==> src/rtl/blend_file_block_parser_defines.svh <==
// ----------------------------------------------------------------------------
// blend_file_block_parser_defines
// assertion macros used by the block header parser module bfbp_back
// ----------------------------------------------------------------------------
`ifndef BLEND_FILE_BLOCK_PARSER_DEFINES_SVH
`define BLEND_FILE_BLOCK_PARSER_DEFINES_SVH

// condition implies consequence in the same cycle
`define BFBP_ASSERT_NOW(label, clk, rst_n, ante, cons, msg) \
    label: assert property (@(posedge clk) disable iff (!rst_n) (ante) |-> (cons)) \
        else $error(msg);

// condition implies consequence in the next cycle
`define BFBP_ASSERT_NEXT(label, clk, rst_n, ante, cons, msg) \
    label: assert property (@(posedge clk) disable iff (!rst_n) (ante) |=> (cons)) \
        else $error(msg);

`endif

==> src/rtl/bfbp_pkg.sv <==
// ----------------------------------------------------------------------------
// bfbp_pkg
// types, constants and codes of the scene file block header parser
// ----------------------------------------------------------------------------
package bfbp_pkg;

    // default width of the legal data size range
    localparam int unsigned SIZE_BITS_DEFAULT = 31;

    // queue between the classifier and the parser
    localparam int unsigned QUEUE_DEPTH = 4;
    localparam int unsigned QUEUE_PTR_W = $clog2(QUEUE_DEPTH);

    // file header layout
    localparam int unsigned MAGIC_LEN   = 7;
    localparam int unsigned VERSION_LEN = 3;
    localparam int unsigned WORD_LEN    = 4;
    localparam int unsigned DWORD_LEN   = 8;
    localparam int unsigned CNT_W       = 4;

    // magic word characters, first character at index zero
    localparam logic [7:0] MAGIC_CHARS [MAGIC_LEN] =
        '{8'h42, 8'h4C, 8'h45, 8'h4E, 8'h44, 8'h45, 8'h52};

    // mode characters
    localparam logic [7:0] CHAR_PTR_NARROW = 8'h5F;  // underscore
    localparam logic [7:0] CHAR_PTR_WIDE   = 8'h2D;  // dash
    localparam logic [7:0] CHAR_END_LITTLE = 8'h76;  // lower-case v
    localparam logic [7:0] CHAR_END_BIG    = 8'h56;  // upper-case v

    // end block code
    localparam logic [31:0] CODE_ENDB = 32'h454E4442;

    // record kinds
    localparam logic [1:0] REC_FILE_HEADER  = 2'd0;
    localparam logic [1:0] REC_BLOCK_HEADER = 2'd1;
    localparam logic [1:0] REC_ERROR        = 2'd2;

    // error codes
    localparam logic [1:0] ERR_NONE      = 2'd0;
    localparam logic [1:0] ERR_BAD_MAGIC = 2'd1;
    localparam logic [1:0] ERR_BAD_MODE  = 2'd2;
    localparam logic [1:0] ERR_BAD_SIZE  = 2'd3;

    // parser phases
    typedef enum logic [3:0] {
        PH_MAGIC,
        PH_PTR_CHAR,
        PH_END_CHAR,
        PH_VERSION,
        PH_CODE,
        PH_SIZE,
        PH_POINTER,
        PH_INDEX,
        PH_COUNT,
        PH_DATA,
        PH_HALT
    } phase_t;

    // input transaction
    typedef struct packed {
        logic [7:0] data_byte;
        logic       start_of_file;
    } in_item_t;

    // classified byte handed from the front to the parser
    typedef struct packed {
        logic [7:0]           data_byte;
        logic                 start_of_file;
        logic [MAGIC_LEN-1:0] magic_hit;
        logic                 ptr_narrow;
        logic                 ptr_wide;
        logic                 end_little;
        logic                 end_big;
    } byte_class_t;

    // output record
    typedef struct packed {
        logic [1:0]         record_kind;
        logic [31:0]        chunk_code;
        logic [30:0]        data_size;
        logic [63:0]        old_pointer;
        logic signed [31:0] type_index;
        logic signed [31:0] item_count;
        logic               wide_pointers;
        logic               big_endian;
        logic [1:0]         error_code;
        logic               is_end_block;
    } out_item_t;

endpackage

==> src/rtl/bfbp_front.sv <==
// ----------------------------------------------------------------------------
// bfbp_front
// accepts file bytes and classifies them against the header characters
// ----------------------------------------------------------------------------
module bfbp_front
    import bfbp_pkg::*;
(
    input  logic        clk,
    input  logic        rst_n,
    input  logic        byte_valid,
    output logic        byte_stall,
    input  in_item_t    byte_item,
    output logic        cls_valid,
    input  logic        cls_stall,
    output byte_class_t cls_item
);

    logic        valid_reg;
    logic        valid_next;
    byte_class_t item_reg;
    byte_class_t item_next;
    logic        accept;

    // stall only while holding a byte the queue cannot take
    assign byte_stall = valid_reg && cls_stall;
    assign accept     = byte_valid && !byte_stall;
    assign cls_valid  = valid_reg;
    assign cls_item   = item_reg;

    // classify the incoming byte
    always_comb
    begin
        item_next               = item_reg;
        valid_next              = valid_reg;
        if (accept)
        begin
            valid_next              = 1'b1;
            item_next.data_byte     = byte_item.data_byte;
            item_next.start_of_file = byte_item.start_of_file;
            for (int k = 0; k < MAGIC_LEN; k++)
            begin
                item_next.magic_hit[k] = (byte_item.data_byte == MAGIC_CHARS[k]);
            end
            item_next.ptr_narrow = (byte_item.data_byte == CHAR_PTR_NARROW);
            item_next.ptr_wide   = (byte_item.data_byte == CHAR_PTR_WIDE);
            item_next.end_little = (byte_item.data_byte == CHAR_END_LITTLE);
            item_next.end_big    = (byte_item.data_byte == CHAR_END_BIG);
        end
        else if (!cls_stall)
        begin
            valid_next = 1'b0;
        end
    end

    // control state
    always_ff @(posedge clk or negedge rst_n)
    begin
        if (!rst_n)
        begin
            valid_reg <= 1'b0;
        end
        else
        begin
            valid_reg <= valid_next;
        end
    end

    // payload
    always_ff @(posedge clk)
    begin
        item_reg <= item_next;
    end

endmodule

==> src/rtl/bfbp_queue.sv <==
// ----------------------------------------------------------------------------
// bfbp_queue
// short queue of classified bytes between the front and the parser
// ----------------------------------------------------------------------------
module bfbp_queue
    import bfbp_pkg::*;
(
    input  logic        clk,
    input  logic        rst_n,
    input  logic        push_valid,
    output logic        push_stall,
    input  byte_class_t push_item,
    output logic        head_valid,
    input  logic        pop,
    output byte_class_t head_item
);

    byte_class_t            mem [QUEUE_DEPTH];
    logic [QUEUE_PTR_W-1:0] wr_ptr_reg;
    logic [QUEUE_PTR_W-1:0] wr_ptr_next;
    logic [QUEUE_PTR_W-1:0] rd_ptr_reg;
    logic [QUEUE_PTR_W-1:0] rd_ptr_next;
    logic [QUEUE_PTR_W:0]   fill_reg;
    logic [QUEUE_PTR_W:0]   fill_next;
    logic                   push;
    logic                   do_pop;

    assign push_stall = (fill_reg == (QUEUE_PTR_W + 1)'(QUEUE_DEPTH));
    assign push       = push_valid && !push_stall;
    assign head_valid = (fill_reg != '0);
    assign do_pop     = pop && head_valid;
    assign head_item  = mem[rd_ptr_reg];

    // pointer and fill update
    always_comb
    begin
        wr_ptr_next = push ? wr_ptr_reg + 1'b1 : wr_ptr_reg;
        rd_ptr_next = do_pop ? rd_ptr_reg + 1'b1 : rd_ptr_reg;
        fill_next   = fill_reg;
        if (push && !do_pop)
        begin
            fill_next = fill_reg + 1'b1;
        end
        else if (do_pop && !push)
        begin
            fill_next = fill_reg - 1'b1;
        end
    end

    always_ff @(posedge clk or negedge rst_n)
    begin
        if (!rst_n)
        begin
            wr_ptr_reg <= '0;
            rd_ptr_reg <= '0;
            fill_reg   <= '0;
        end
        else
        begin
            wr_ptr_reg <= wr_ptr_next;
            rd_ptr_reg <= rd_ptr_next;
            fill_reg   <= fill_next;
        end
    end

    // storage write
    always_ff @(posedge clk)
    begin
        if (push)
        begin
            mem[wr_ptr_reg] <= push_item;
        end
    end

endmodule

==> src/rtl/bfbp_back.sv <==
// ----------------------------------------------------------------------------
// bfbp_back
// header parser: walks the layout one byte per unstalled cycle into records
// ----------------------------------------------------------------------------
`include "blend_file_block_parser_defines.svh"

module bfbp_back
    import bfbp_pkg::*;
#(
    parameter int unsigned SIZE_BITS = SIZE_BITS_DEFAULT
)
(
    input  logic        clk,
    input  logic        rst_n,
    input  logic        entry_valid,
    input  byte_class_t entry,
    output logic        entry_pop,
    output logic        rec_valid,
    input  logic        rec_stall,
    output out_item_t   rec_item
);

    phase_t               phase_reg;
    phase_t               phase_next;
    logic [CNT_W-1:0]     cnt_reg;
    logic [CNT_W-1:0]     cnt_next;
    logic [1:0]           off_reg;
    logic [1:0]           off_next;
    logic                 wide_reg;
    logic                 wide_next;
    logic                 big_reg;
    logic                 big_next;
    logic [SIZE_BITS-1:0] skip_reg;
    logic [SIZE_BITS-1:0] skip_next;
    logic [31:0]          code_reg;
    logic [31:0]          code_next;
    logic [31:0]          size_reg;
    logic [31:0]          size_next;
    logic [63:0]          ptr_reg;
    logic [63:0]          ptr_next;
    logic [31:0]          index_reg;
    logic [31:0]          index_next;
    logic [31:0]          count_reg;
    logic [31:0]          count_next;
    logic                 out_valid_reg;
    logic                 out_valid_next;
    out_item_t            out_reg;
    out_item_t            out_next;

    phase_t               ph_cur;
    logic [CNT_W-1:0]     cnt_cur;
    logic [1:0]           off_cur;
    logic                 wide_cur;
    logic                 big_cur;
    logic [SIZE_BITS-1:0] skip_cur;
    logic [63:0]          acc_sel;
    logic [63:0]          gathered;
    logic                 step;
    logic                 emit;
    out_item_t            rec;

    // one byte of a numeric field in the file's byte order
    function automatic logic [63:0] gather(input logic [63:0] acc, input logic [2:0] n,
                                           input logic [7:0] b, input logic big);
        logic [63:0] base;
        logic [63:0] res;
        base = (n == 3'd0) ? 64'd0 : acc;
        if (big)
        begin
            res = {base[55:0], b};
        end
        else
        begin
            res = base;
            for (int k = 0; k < 8; k++)
            begin
                if (n == 3'(k))
                begin
                    res[8*k +: 8] = b;
                end
            end
        end
        return res;
    endfunction

    // a byte is parsed when the record register can take a result
    assign step      = entry_valid && (!out_valid_reg || !rec_stall);
    assign entry_pop = step;
    assign rec_valid = out_valid_reg;
    assign rec_item  = out_reg;

    // start of file restarts the parse before the byte is taken
    always_comb
    begin
        if (entry.start_of_file)
        begin
            ph_cur   = PH_MAGIC;
            cnt_cur  = '0;
            off_cur  = '0;
            wide_cur = 1'b0;
            big_cur  = 1'b0;
            skip_cur = '0;
        end
        else
        begin
            ph_cur   = phase_reg;
            cnt_cur  = cnt_reg;
            off_cur  = off_reg;
            wide_cur = wide_reg;
            big_cur  = big_reg;
            skip_cur = skip_reg;
        end
    end

    // shared field gather
    always_comb
    begin
        unique case (ph_cur)
            PH_SIZE:    acc_sel = {32'd0, size_reg};
            PH_POINTER: acc_sel = ptr_reg;
            PH_INDEX:   acc_sel = {32'd0, index_reg};
            default:    acc_sel = {32'd0, count_reg};
        endcase
        gathered = gather(acc_sel, cnt_cur[2:0], entry.data_byte, big_cur);
    end

    // parser next state and record
    always_comb
    begin
        phase_next = phase_reg;
        cnt_next   = cnt_reg;
        off_next   = off_reg;
        wide_next  = wide_reg;
        big_next   = big_reg;
        skip_next  = skip_reg;
        code_next  = code_reg;
        size_next  = size_reg;
        ptr_next   = ptr_reg;
        index_next = index_reg;
        count_next = count_reg;
        emit       = 1'b0;
        rec        = '0;

        if (step)
        begin
            phase_next = ph_cur;
            cnt_next   = cnt_cur;
            off_next   = off_cur + 2'd1;
            wide_next  = wide_cur;
            big_next   = big_cur;
            skip_next  = skip_cur;

            unique case (ph_cur)
                PH_MAGIC:
                begin
                    if (!entry.magic_hit[cnt_cur[2:0]])
                    begin
                        emit            = 1'b1;
                        rec.record_kind = REC_ERROR;
                        rec.error_code  = ERR_BAD_MAGIC;
                        phase_next      = PH_HALT;
                    end
                    else if (cnt_cur == CNT_W'(MAGIC_LEN - 1))
                    begin
                        cnt_next   = '0;
                        phase_next = PH_PTR_CHAR;
                    end
                    else
                    begin
                        cnt_next = cnt_cur + 1'b1;
                    end
                end
                PH_PTR_CHAR:
                begin
                    if (entry.ptr_narrow || entry.ptr_wide)
                    begin
                        wide_next  = entry.ptr_wide;
                        phase_next = PH_END_CHAR;
                    end
                    else
                    begin
                        emit            = 1'b1;
                        rec.record_kind = REC_ERROR;
                        rec.error_code  = ERR_BAD_MODE;
                        phase_next      = PH_HALT;
                    end
                end
                PH_END_CHAR:
                begin
                    if (entry.end_little || entry.end_big)
                    begin
                        big_next   = entry.end_big;
                        cnt_next   = '0;
                        phase_next = PH_VERSION;
                    end
                    else
                    begin
                        wide_next       = 1'b0;
                        emit            = 1'b1;
                        rec.record_kind = REC_ERROR;
                        rec.error_code  = ERR_BAD_MODE;
                        phase_next      = PH_HALT;
                    end
                end
                PH_VERSION:
                begin
                    if (cnt_cur == CNT_W'(VERSION_LEN - 1))
                    begin
                        cnt_next          = '0;
                        phase_next        = PH_CODE;
                        emit              = 1'b1;
                        rec.record_kind   = REC_FILE_HEADER;
                        rec.wide_pointers = wide_cur;
                        rec.big_endian    = big_cur;
                    end
                    else
                    begin
                        cnt_next = cnt_cur + 1'b1;
                    end
                end
                PH_CODE:
                begin
                    // padding up to the next 4-byte file offset
                    if (cnt_cur != '0 || off_cur == 2'd0)
                    begin
                        code_next = {code_reg[23:0], entry.data_byte};
                        if (cnt_cur == CNT_W'(WORD_LEN - 1))
                        begin
                            cnt_next   = '0;
                            phase_next = PH_SIZE;
                        end
                        else
                        begin
                            cnt_next = cnt_cur + 1'b1;
                        end
                    end
                end
                PH_SIZE:
                begin
                    size_next = gathered[31:0];
                    if (cnt_cur == CNT_W'(WORD_LEN - 1))
                    begin
                        cnt_next = '0;
                        if ((gathered[31:0] >> SIZE_BITS) != 32'd0)
                        begin
                            emit              = 1'b1;
                            rec.record_kind   = REC_ERROR;
                            rec.error_code    = ERR_BAD_SIZE;
                            rec.chunk_code    = code_reg;
                            rec.wide_pointers = wide_cur;
                            rec.big_endian    = big_cur;
                            phase_next        = PH_HALT;
                        end
                        else
                        begin
                            phase_next = PH_POINTER;
                        end
                    end
                    else
                    begin
                        cnt_next = cnt_cur + 1'b1;
                    end
                end
                PH_POINTER:
                begin
                    ptr_next = gathered;
                    if (cnt_cur == (wide_cur ? CNT_W'(DWORD_LEN - 1) : CNT_W'(WORD_LEN - 1)))
                    begin
                        cnt_next   = '0;
                        phase_next = PH_INDEX;
                    end
                    else
                    begin
                        cnt_next = cnt_cur + 1'b1;
                    end
                end
                PH_INDEX:
                begin
                    index_next = gathered[31:0];
                    if (cnt_cur == CNT_W'(WORD_LEN - 1))
                    begin
                        cnt_next   = '0;
                        phase_next = PH_COUNT;
                    end
                    else
                    begin
                        cnt_next = cnt_cur + 1'b1;
                    end
                end
                PH_COUNT:
                begin
                    count_next = gathered[31:0];
                    if (cnt_cur == CNT_W'(WORD_LEN - 1))
                    begin
                        cnt_next          = '0;
                        emit              = 1'b1;
                        rec.record_kind   = REC_BLOCK_HEADER;
                        rec.chunk_code    = code_reg;
                        rec.data_size     = size_reg[30:0];
                        rec.old_pointer   = ptr_reg;
                        rec.type_index    = index_reg;
                        rec.item_count    = gathered[31:0];
                        rec.wide_pointers = wide_cur;
                        rec.big_endian    = big_cur;
                        rec.error_code    = ERR_NONE;
                        rec.is_end_block  = (code_reg == CODE_ENDB);
                        if (code_reg == CODE_ENDB)
                        begin
                            phase_next = PH_HALT;
                        end
                        else if (size_reg == 32'd0)
                        begin
                            phase_next = PH_CODE;
                        end
                        else
                        begin
                            skip_next  = size_reg[SIZE_BITS-1:0];
                            phase_next = PH_DATA;
                        end
                    end
                    else
                    begin
                        cnt_next = cnt_cur + 1'b1;
                    end
                end
                PH_DATA:
                begin
                    if (skip_cur != '0)
                    begin
                        skip_next = skip_cur - 1'b1;
                    end
                    if (skip_cur <= SIZE_BITS'(1))
                    begin
                        phase_next = PH_CODE;
                    end
                end
                default:
                begin
                    // halted until the next start of file
                    phase_next = PH_HALT;
                end
            endcase
        end
    end

    // record register
    always_comb
    begin
        out_valid_next = out_valid_reg;
        out_next       = out_reg;
        if (step && emit)
        begin
            out_valid_next = 1'b1;
            out_next       = rec;
        end
        else if (!rec_stall)
        begin
            out_valid_next = 1'b0;
        end
    end

    // control state
    always_ff @(posedge clk or negedge rst_n)
    begin
        if (!rst_n)
        begin
            phase_reg     <= PH_MAGIC;
            cnt_reg       <= '0;
            off_reg       <= '0;
            wide_reg      <= 1'b0;
            big_reg       <= 1'b0;
            skip_reg      <= '0;
            out_valid_reg <= 1'b0;
        end
        else
        begin
            phase_reg     <= phase_next;
            cnt_reg       <= cnt_next;
            off_reg       <= off_next;
            wide_reg      <= wide_next;
            big_reg       <= big_next;
            skip_reg      <= skip_next;
            out_valid_reg <= out_valid_next;
        end
    end

    // field shift registers and record payload
    always_ff @(posedge clk)
    begin
        code_reg  <= code_next;
        size_reg  <= size_next;
        ptr_reg   <= ptr_next;
        index_reg <= index_next;
        count_reg <= count_next;
        out_reg   <= out_next;
    end

    // checks
    `BFBP_ASSERT_NEXT(a_error_halts, clk, rst_n, step && emit && rec.record_kind == REC_ERROR, phase_reg == PH_HALT, "error record left the parser running")
    `BFBP_ASSERT_NOW(a_halt_silent, clk, rst_n, step && phase_reg == PH_HALT && !entry.start_of_file, !emit, "record produced while halted")
    `BFBP_ASSERT_NOW(a_data_nonzero, clk, rst_n, phase_reg == PH_DATA, skip_reg != '0, "data phase with nothing left to skip")

endmodule

==> src/rtl/blend_file_block_parser.sv <==
// path: the last byte of a record passes the front register and the queue before bfbp_back registers the record
// throughput: one byte per cycle while no stall holds the parser, set by the parser step in bfbp_back
// a four-entry queue lets the byte side keep going while a record waits to be taken
// reset: asynchronous, active low; clears control state and starts at the magic check
// no clearing pass after reset; start_of_file restarts the parse on any byte
// ----------------------------------------------------------------------------
// blend_file_block_parser
// scene file block header parser: byte stream in, header records out
// ----------------------------------------------------------------------------
module blend_file_block_parser
    import bfbp_pkg::*;
#(
    parameter int unsigned SIZE_BITS = SIZE_BITS_DEFAULT
)
(
    input  logic      clk,
    input  logic      rst_n,
    input  logic      byte_valid,
    output logic      byte_stall,
    input  in_item_t  byte_item,
    output logic      record_valid,
    input  logic      record_stall,
    output out_item_t record_item
);

    logic        cls_valid;
    logic        cls_stall;
    byte_class_t cls_item;
    logic        head_valid;
    logic        head_pop;
    byte_class_t head_item;

    // byte intake and classification
    bfbp_front u_front (
        .clk        (clk),
        .rst_n      (rst_n),
        .byte_valid (byte_valid),
        .byte_stall (byte_stall),
        .byte_item  (byte_item),
        .cls_valid  (cls_valid),
        .cls_stall  (cls_stall),
        .cls_item   (cls_item)
    );

    // decoupling queue
    bfbp_queue u_queue (
        .clk        (clk),
        .rst_n      (rst_n),
        .push_valid (cls_valid),
        .push_stall (cls_stall),
        .push_item  (cls_item),
        .head_valid (head_valid),
        .pop        (head_pop),
        .head_item  (head_item)
    );

    // parser and record register
    bfbp_back #(
        .SIZE_BITS (SIZE_BITS)
    ) u_back (
        .clk         (clk),
        .rst_n       (rst_n),
        .entry_valid (head_valid),
        .entry       (head_item),
        .entry_pop   (head_pop),
        .rec_valid   (record_valid),
        .rec_stall   (record_stall),
        .rec_item    (record_item)
    );

endmodule
==> config.mk <==
export PLATFORM = sky130hd
export DESIGN_NAME = blend_file_block_parser
export DESIGN_NICKNAME = d
export VERILOG_FILES = /design/src/rtl/bfbp_pkg.sv /design/src/rtl/bfbp_front.sv /design/src/rtl/bfbp_queue.sv /design/src/rtl/bfbp_back.sv /design/src/rtl/blend_file_block_parser.sv
export VERILOG_INCLUDE_DIRS = /design/src /design/src/rtl
export SDC_FILE = /design/constraint.sdc
export NUM_CORES = 1
export LEC_CHECK = 0
export BUFFER_PORTS_ARGS = -buffer_cell sky130_fd_sc_hd__buf_2
export CAP_MARGIN = 20
export CORE_UTILIZATION = 35
export CTS_CLUSTER_SIZE = 14
export DETAILED_ROUTE_END_ITERATION = 10
export PLACE_DENSITY_LB_ADDON = 0.1
export REMOVE_ABC_BUFFERS = 1
export SYNTH_ARGS = -nofsm -noshare
export SYNTH_HDL_FRONTEND = slang
export SYNTH_SLANG_ARGS = --single-unit
==> constraint.sdc <==
create_clock -name clk -period 11.18 [get_ports clk]
set_clock_uncertainty 0.1 [all_clocks]
set_input_delay 0 -clock clk [delete_from_list [all_inputs] [get_ports clk]]
set_output_delay 0 -clock clk [all_outputs]
set_load 0.01 [all_outputs]
==> reports/metrics.yaml, run 1 <==
worstMarginPinSlew_ps: 1220
timing.setup.tns_ps: 0
grt_first_pass_wirelength_mm: 98.7
clock-root-buffer: "clkbuf_16"
cts_resized: 0
mostFrequentLayoutCells: "edfxtp_1 (485), buf_2 (212), and3_1 (133)"
start_util: 0.354
cts_buffers: 57
portBuffers: 212
synth_flop_cell: "edfxtp_1"
holdPathStages: 3
ctsLongestPathBuffers: 3
highest_layer: "met4"
met2_length_mm: 30.3
worst-path-max-fanout: 187
rsz0062_at_grt: "false"
finalSetupViolations: 0
vdd_drop_max_mv: 0.420
antenna_cells: 0
route.detailed.drc: 0
wl_met3_mm: 4.14
fin_crit_sh: 0.488
cp_common_cell: "buf_4"
die_area_um2: 66400
gp_congestion: 0.853
antenna_found_initial: 1
syn_area_um2: 22900
status: "complete, no violations"
r2r_slack_ps: 5730
path_class: "flip-flop to flip-flop"
drive_above_1_share: 0.219
crit_end: "u_back.rec_item[16]"
drt-met1-wl_mm: 30.7
cap_violations: 0
yosys.area_share.xor_xnor: 0.00306
path_clk_slew_ps: 60
fmax_ghz: 0.183
path_buf_inv: 4
synthDistinctLibCells: 89
largest_reg_flops: 198
htree_levels: 2
routed_wl_mm: 66.6
synth_mux_area_frac: 0.0272
cp_slowest_stage_delay_ps: 810
final_common_cell: "edfxtp_1"
grtUsageTotal: 0.197
dp_hpwl_mm: 43.4
reg2regPathDepth: 10
io_pins: 213
final_hold_viol_count: 0
synth.avg_cell_area_um2: 13.9
cp_cell_sequence: "buf_4 > mux2_2 > nand2_1 > inv_1 > ha_1 > and3_2 > buf_4 > nor2_1 > a21oi_4 > buf_12"
slew_headroom: 0.190
pre_cts_slack_ps: 5700
drv_slew: 0
clock_latency_ps: 630
start_kind: "flip-flop"
n_fill_cell: 6027
fin_ws_ps: 5730
ant_nets: 0
cts_tree: "done"
clkSinkCount: 537
cp.arrival_ps: 5590
grt_pass1_vias: 14900
synth_top_family_by_area: "simple AND/OR/NAND/NOR gates"
synth_compound_area_frac: 0.113
post_drt_wl_per_cell_um: 24.2
synthAdderAreaFrac: 0.00744
ys_seq_elements: 537
synth_cells: 1646
grt_max_degree: 188
drt_first_pass_iters: 5
endpoint_kind: "flip-flop"
p_total_mw: 8.12
yosys.area_share.simple: 0.130
cp_top_family: "buffers and inverters"
leakagePower_nw: 10.0
syn2layout_area_growth_pct: 17.9
power_density_nw_per_um2: 301
synth_edf_count: 485
crit_required_ps: 11320
fp.dieW_um: 258
std_cell_rows: 93
cp.depth: 10
coreArea_um2: 64600
vias_per_cell: 5.49
slowest_stage: "buf_4"
overflow: 0
postSynth.asyncResetShare: 0.0968
hp-class: "input port to flip-flop"
synth.yosys.seq_area_share: 0.693
dr.first_iter.drc_count: 1394
chipHeight_um: 258
reg2reg_to: "u_back.rec_item[16]"
synth_warnings: 0
post-route-min-period_ps: 5450
fin_nets: 1871
route.vias.total: 15100
fin_hold_ws_ps: 51.6
crit_start: "u_queue.rd_ptr_reg[0]"
r2r_start: "u_queue.rd_ptr_reg[0]"
==> cell type report <==
cell class                 count  area [µm²]  share of cell area
sequential                   537       15900               0.588
multi-input combinational    966        6490               0.241
clock buffer                  68        1530              0.0566
timing repair buffer         258        1470              0.0545
tap                          855        1070              0.0397
clock inverter                40         455              0.0169
inverter                      25        93.8             0.00348
==> routing by layer <==
layer,track usage,up-vias
met5,0,-
li1,-,6817
met2,0.304,551
met1,0.287,7640
met4,0.0501,0
met3,0.0356,97
==> cell usage after synthesis, types with 8 or more instances <==
cell type / number / area share
a21oi_1: 60 / 0.013
a221o_1: 10 / 0.0044
a221oi_1: 25 / 0.0096
a22o_1: 30 / 0.011
a22oi_1: 16 / 0.0052
a31oi_1: 14 / 0.0038
a32o_1: 8 / 0.0035
and2_1: 65 / 0.018
and3_1: 134 / 0.037
buf_2: 19 / 0.0042
clkbuf_1: 86 / 0.014
dfrtp_1: 52 / 0.057
edfxtp_1: 485 / 0.64
ha_1: 12 / 0.0066
inv_1: 23 / 0.0038
mux2_2: 11 / 0.0054
mux4_2: 19 / 0.019
nand2_1: 130 / 0.021
nand2b_1: 11 / 0.0030
nand3_1: 20 / 0.0044
nor2_1: 81 / 0.013
nor3_1: 22 / 0.0048
nor4_1: 25 / 0.0068
nor4b_1: 9 / 0.0034
o21ai_0: 64 / 0.014
o22ai_1: 32 / 0.0087
o2bb2ai_1: 17 / 0.0065
or3_1: 10 / 0.0027
==> how the worst min path moves through the flow <==
stage | from | endpoint | slack [ps]
6_report | record_stall | u_back.rec_valid | 50
2_1_floorplan | rst_n | u_back.big_reg | -400
5_1_grt | byte_item[8] | u_front.cls_item[19] | 20
4_1_cts | record_stall | u_back.rec_valid | 10
3_3_place_gp | rst_n | u_queue.wr_ptr_reg[1] | 90
3_5_place_dp | byte_item[0] | u_front.cls_item[11] | 100
==> timing repair <==
item	in CTS	in global routing
endpoints found under the hold margin	92	0
hold buffers	15	0
buffers inserted	0	0
==> worst reg2reg max path: stages (launching register included) <==
cell	delay [ps]
dfrtp_1	370
buf_4	390
mux2_2	720
nand2_1	250
inv_1	130
ha_1	330
and3_2	250
buf_4	810
nor2_1	300
a21oi_4	480
buf_12	580
==> metrics by stage <==
step	cells	instance area, µm²	utilization
2_1_floorplan	1528	22400	-
3_3_place_gp	2624	24800	0.384
3_5_place_dp	2626	24800	0.385
4_1_cts	2749	27000	0.418
5_1_grt	2749	27000	0.418
6_report	2749	27000	0.418
==> cells by family (layout without fill, tap and decap cells) <==
logic type	count (synthesis)	after routing
adders and majority gates	13	13
DFF	537	537
muxes	37	37
buffers and inverters	143	391
and+or+nand+nor	551	551
AOI/OAI and AO/OA	357	357
xor gates and xnor gates	8	8
==> power by group <==
group / leakage [nW] / internal (mW) / total (mW) / switching, mW
Sequential: 5.20 / 3.07 / 3.30 / 0.233
Combinational: 3.85 / 0.867 / 2.82 / 1.96
Clock: 0.985 / 1.18 / 1.99 / 0.809
Power figures use the tool's default switching activity.
==> run 2: changes to the inputs <==
clock period = 5.05 ns   (was 11.18 ns; I/O delays follow)
==> reports/metrics.yaml, run 2 (synthesis results as in run 1) <==
gp_congestion: 0.907  # was 0.853
fin_util: 0.418  # about the same
path_class: "flip-flop to flip-flop"  # unchanged
final_common_cell: "edfxtp_1"  # unchanged
status: "complete, no violations"  # unchanged
post_drt_wl_per_cell_um: 24.1  # was 24.2 µm
path_clk_slew_ps: 60  # about the same
start_util: 0.354  # unchanged
std_cell_rows: 93  # unchanged
die_area_um2: 66400  # unchanged
route.vias.total: 15200  # was 15100
fin_ws_ps: 1020  # was 5730 ps
n_fill_cell: 6026  # was 6027
grtUsageTotal: 0.196  # was 0.197
grt_pass1_vias: 14900  # about the same
multi_input_area_um2: 6480  # was 6490 µm²
grt_max_degree: 108  # was 188
fmax_ghz: 0.248  # was 0.183 GHz
cap_violations: 0  # unchanged
drt-met1-wl_mm: 30.3  # was 30.7 mm
fin_nets: 1885  # was 1871
crit_required_ps: 5200  # was 11320 ps
vias_per_cell: 5.51  # was 5.49
final_hold_viol_count: 0  # unchanged
hp-class: "input port to flip-flop"  # unchanged
drive_above_1_share: 0.217  # was 0.219
syn2layout_area_growth_pct: 18.1  # was 17.9%
chipHeight_um: 258  # unchanged
largest_reg_flops: 198  # unchanged
highest_layer: "met4"  # unchanged
overflow: 0  # unchanged
finalSetupViolations: 0  # unchanged
placed_cell_area_um2: 25000  # was 24800 µm²
leakagePower_nw: 10.0  # about the same
io_pins: 213  # unchanged
worstMarginPinSlew_ps: 1110  # was 1220 ps
cts_tree: "done"  # unchanged
seq_area_um2: 15900  # unchanged
postLayoutCellArea_um2: 27000  # about the same
coreArea_um2: 64600  # unchanged
cts_resized: 0  # unchanged
drt_first_pass_iters: 6  # was 5
clock_latency_ps: 620  # was 630 ps
worst-path-max-fanout: 107  # was 187
routed_wl_mm: 66.7  # was 66.6 mm
endpoint_kind: "flip-flop"  # unchanged
dp_hpwl_mm: 44.4  # was 43.4 mm
clock-root-buffer: "clkbuf_16"  # unchanged
p_total_mw: 17.7  # was 8.12 mW
grt_first_pass_wirelength_mm: 98.6  # was 98.7 mm
rsz0062_at_grt: "false"  # unchanged
slew_headroom: 0.263  # was 0.190
post-route-min-period_ps: 4030  # was 5450 ps
pre_cts_slack_ps: 1050  # was 5700 ps
antenna_found_initial: 0  # was 1
route.detailed.drc: 0  # unchanged
portBuffers: 212  # unchanged
wl_met3_mm: 4.21  # was 4.14 mm
dr.first_iter.drc_count: 1316  # was 1394
cp.arrival_ps: 4180  # was 5590 ps
start_kind: "flip-flop"  # unchanged
drv_slew: 0  # unchanged
fp.dieW_um: 258  # unchanged
power_density_nw_per_um2: 656  # was 301 nW/µm²
vdd_drop_max_mv: 0.513  # was 0.420 mV
ctsLongestPathBuffers: 3  # unchanged
htree_levels: 2  # unchanged
met2_length_mm: 30.6  # was 30.3 mm
clkSinkCount: 537  # unchanged
fin_crit_sh: 0.798  # was 0.488
ant_nets: 0  # unchanged
mostFrequentLayoutCells: "edfxtp_1 (485), buf_2 (212), and3_1 (133)"  # unchanged
cts_buffers: 57  # unchanged
-- run 2: repair_timing --
action                    4_1_cts  5_1_grt
hold endpoints to repair       92        0
hold buffers                   15        0
buffers inserted                0        0
-- run 2: final timing paths --
kind	cells after the start	to	start	slack, ps
worst max-delay path	10	u_back.rec_item[117]	u_queue.rd_ptr_reg[1]	1020
worst min-delay path	3	u_back.rec_valid	record_stall	60
worst max register to register	10	u_back.rec_item[117]	u_queue.rd_ptr_reg[1]	1020
worst min register to register	0	u_back.code_reg[22]	u_back.code_reg[14]	370
max in group asynchronous	4	u_back.skip_reg[21]	rst_n	3830
min in group asynchronous	4	u_queue.wr_ptr_reg[0]	rst_n	510
-- run 2: power by group --
group          total (mW)  internal [mW]  switching, mW
Sequential           7.25           6.76          0.497
Clock                4.17           2.41           1.76
Combinational        6.31           2.01           4.30
-- run 2: per-stage QoR --
| stage | hold WS, ps | setup TNS (ps) | cells |
|---|---|---|---|
| 4_1_cts | 16.9 | 0 | 2760 |
| 3_3_place_gp | 93.4 | 0 | 2638 |
| 5_1_grt | 47.8 | 0 | 2762 |
| 3_5_place_dp | 99.3 | 0 | 2638 |
| 6_report | 56.7 | 0 | 2764 |
| 2_1_floorplan | -396 | -1479190 | 1528 |
-- run 2: worst max-delay path, stage by stage, from the launching register on --
cell and delay [ps]:
dfrtp_1 470, mux2i_1 220, mux2_2 360, nand2_1 170
ha_1 400, o21a_1 260, a2111oi_4 300, o22ai_2 160
o2111a_1 360, a21oi_4 270, buf_12 420
-- run 2: layer usage --
metal | vias to the layer above | global-route usage
met1 | 7748 | 0.282
met5 | - | 0
met3 | 95 | 0.0309
met4 | 0 | 0.0541
li1 | 6852 | -
met2 | 544 | 0.307
-- run 2: layout make-up --
cell class | count | share of cell area
clock inverter | 31 | 0.0113
tap | 855 | 0.0396
multi-input combinational | 966 | 0.240
sequential | 537 | 0.587
timing repair buffer | 272 | 0.0611
clock buffer | 76 | 0.0573
inverter | 25 | 0.00347
antenna | 2 | 0.000185
==> run 3: changes to the inputs <==
clock period = 4 ns   (was 5.05 ns; I/O delays follow)
==> reports/metrics.yaml, run 3 (synthesis results as in run 1) <==
status: "complete, no violations"  # unchanged
largest_reg_flops: 198  # unchanged
clock-root-buffer: "clkbuf_16"  # unchanged
fin_hold_ws_ps: 51.2  # was 56.7 ps
grt_first_pass_wirelength_mm: 101  # was 98.6 mm
dp_hpwl_mm: 45.6  # was 44.4 mm
htree_levels: 2  # unchanged
holdPathStages: 3  # unchanged
clkSinkCount: 537  # unchanged
cap_violations: 0  # unchanged
route.detailed.drc: 0  # unchanged
overflow: 0  # unchanged
path_class: "flip-flop to flip-flop"  # unchanged
final_common_cell: "edfxtp_1"  # unchanged
multi_input_area_um2: 6480  # unchanged
stdcell_count: 2793  # was 2764
endpoint_kind: "flip-flop"  # unchanged
min-delay-start: "record_stall"  # unchanged
mostFrequentLayoutCells: "edfxtp_1 (485), buf_2 (212), and3_1 (133)"  # unchanged
vias_per_cell: 5.51  # about the same
vdd_drop_max_mv: 0.496  # was 0.513 mV
antenna_cells: 0  # was 2
dr.first_iter.drc_count: 1510  # was 1316
r2r_start: "u_queue.rd_ptr_reg[0]"  # was u_queue.rd_ptr_reg[1]
rsz0062_at_grt: "false"  # unchanged
slew_headroom: 0.282  # was 0.263
n_fill_cell: 6000  # was 6026
start_util: 0.354  # unchanged
start_kind: "flip-flop"  # unchanged
holdPathEnd: "u_back.rec_valid"  # unchanged
reg2regPathDepth: 10  # unchanged
fp.dieW_um: 258  # unchanged
cts_tree: "done"  # unchanged
reg2reg_to: "u_back.rec_item[51]"  # was u_back.rec_item[117]
coreArea_um2: 64600  # unchanged
grt_pass1_vias: 15300  # was 14900
seq_area_um2: 15900  # unchanged
fin_nets: 1916  # was 1885
power_density_nw_per_um2: 829  # was 656 nW/µm²
crit_required_ps: 4170  # was 5200 ps
post_cts_buffers: 0  # unchanged
leakagePower_nw: 10.2  # was 10.0 nW
clock_latency_ps: 620  # about the same
grtUsageTotal: 0.202  # was 0.196
placed_cell_area_um2: 25200  # was 25000 µm²
drv_slew: 0  # unchanged
drt_first_pass_iters: 6  # unchanged
postLayoutCellArea_um2: 27200  # was 27000 µm²
ctsLongestPathBuffers: 3  # unchanged
route.vias.total: 15400  # was 15200
r2r_slack_ps: 240  # was 1020 ps
hp-class: "input port to flip-flop"  # unchanged
drive_above_1_share: 0.228  # was 0.217
io_pins: 213  # unchanged
post-route-min-period_ps: 3760  # was 4030 ps
placed_cells: 2670  # was 2638
post_drt_wl_per_cell_um: 24.5  # was 24.1 µm
cts_buffers: 57  # unchanged
fin_util: 0.421  # was 0.418
portBuffers: 212  # unchanged
ant_nets: 0  # unchanged
syn2layout_area_growth_pct: 18.8  # was 18.1%
grt_max_degree: 145  # was 108
worstMarginPinSlew_ps: 1080  # was 1110 ps
fin_crit_sh: 0.939  # was 0.798
std_cell_rows: 93  # unchanged
finalSetupViolations: 0  # unchanged
cp.arrival_ps: 3930  # was 4180 ps
path_clk_slew_ps: 70  # was 60 ps
final_hold_viol_count: 0  # unchanged
crit_start: "u_queue.rd_ptr_reg[0]"  # was u_queue.rd_ptr_reg[1]
fmax_ghz: 0.266  # was 0.248 GHz
antenna_found_initial: 1  # was 0
chipHeight_um: 258  # unchanged
gp_congestion: 0.901  # was 0.907
die_area_um2: 66400  # unchanged
routed_wl_mm: 68.3  # was 66.7 mm
worst-path-max-fanout: 27  # was 107
[run 3: cell count changes in the layout (fill, tap and decap cells not counted)]
cell / delta
clkbuf_8: -3
clkinvlp_4: -1
clkbuf_16: -1
diode_2: -2
clkinv_4: +2
clkbuf_1: +2
clkinv_1: +1
buf_16: -1
clkinv_8: +1
buf_4: +32
inv_16: -1
[run 3: worst max-delay path by stage]
stage,endpoint,cells past startpoint
after floorplan,u_back.rec_item[0],7
after CTS,u_back.rec_item[156],10
after detailed placement,u_back.rec_item[139],10
after global placement,u_back.rec_item[147],10
after global routing,u_back.rec_item[51],10
final,u_back.rec_item[51],10
[run 3: what timing repair did]
item | CTS | global route
endpoints found under the hold margin | 99 | 0
gates resized for setup | 0 | 0
hold buffers | 16 | 0
[run 3: final cells by class]
type	instances	area share
well taps	855	0.0394
multi-input cells	966	0.238
clock buffers	74	0.0548
inverters	25	0.00345
flip-flops and latches	537	0.584
clock inverters	33	0.0116
repair buffers	303	0.0686
[run 3: critical path: stages (launching register included)]
cell and delay (ps):
dfrtp_1 420, mux4_2 530, nand2b_1 200, ha_1 260
o21a_1 210, a2111oi_4 320, o22ai_2 160, o2111a_1 340
a21oi_4 180, buf_4 280, buf_4 400
[run 3: report_power, final]
group	switching, mW	internal, mW	leakage (nW)
Sequential	0.642	8.52	5.20
Clock	2.23	2.95	0.876
Combinational	5.51	2.69	4.09
[run 3: layer usage]
metal  up-vias  global-route usage  wire length [µm]
li1       6915                   -                 -
met5         -                   0                 0
met3       114              0.0338              4230
met4         0              0.0549              1610
met1      7794               0.290             31100
met2       576               0.317             31400
[run 3: metrics by stage]
stage	total power [mW]	TNS, ps	setup WS [ps]
finish	22.5	0	244
global route	23.7	0	89.8
CTS	22.8	0	247
detailed placement	17.5	0	257
global placement	17.4	0	335
floorplan	12.8	-2177100	-6890
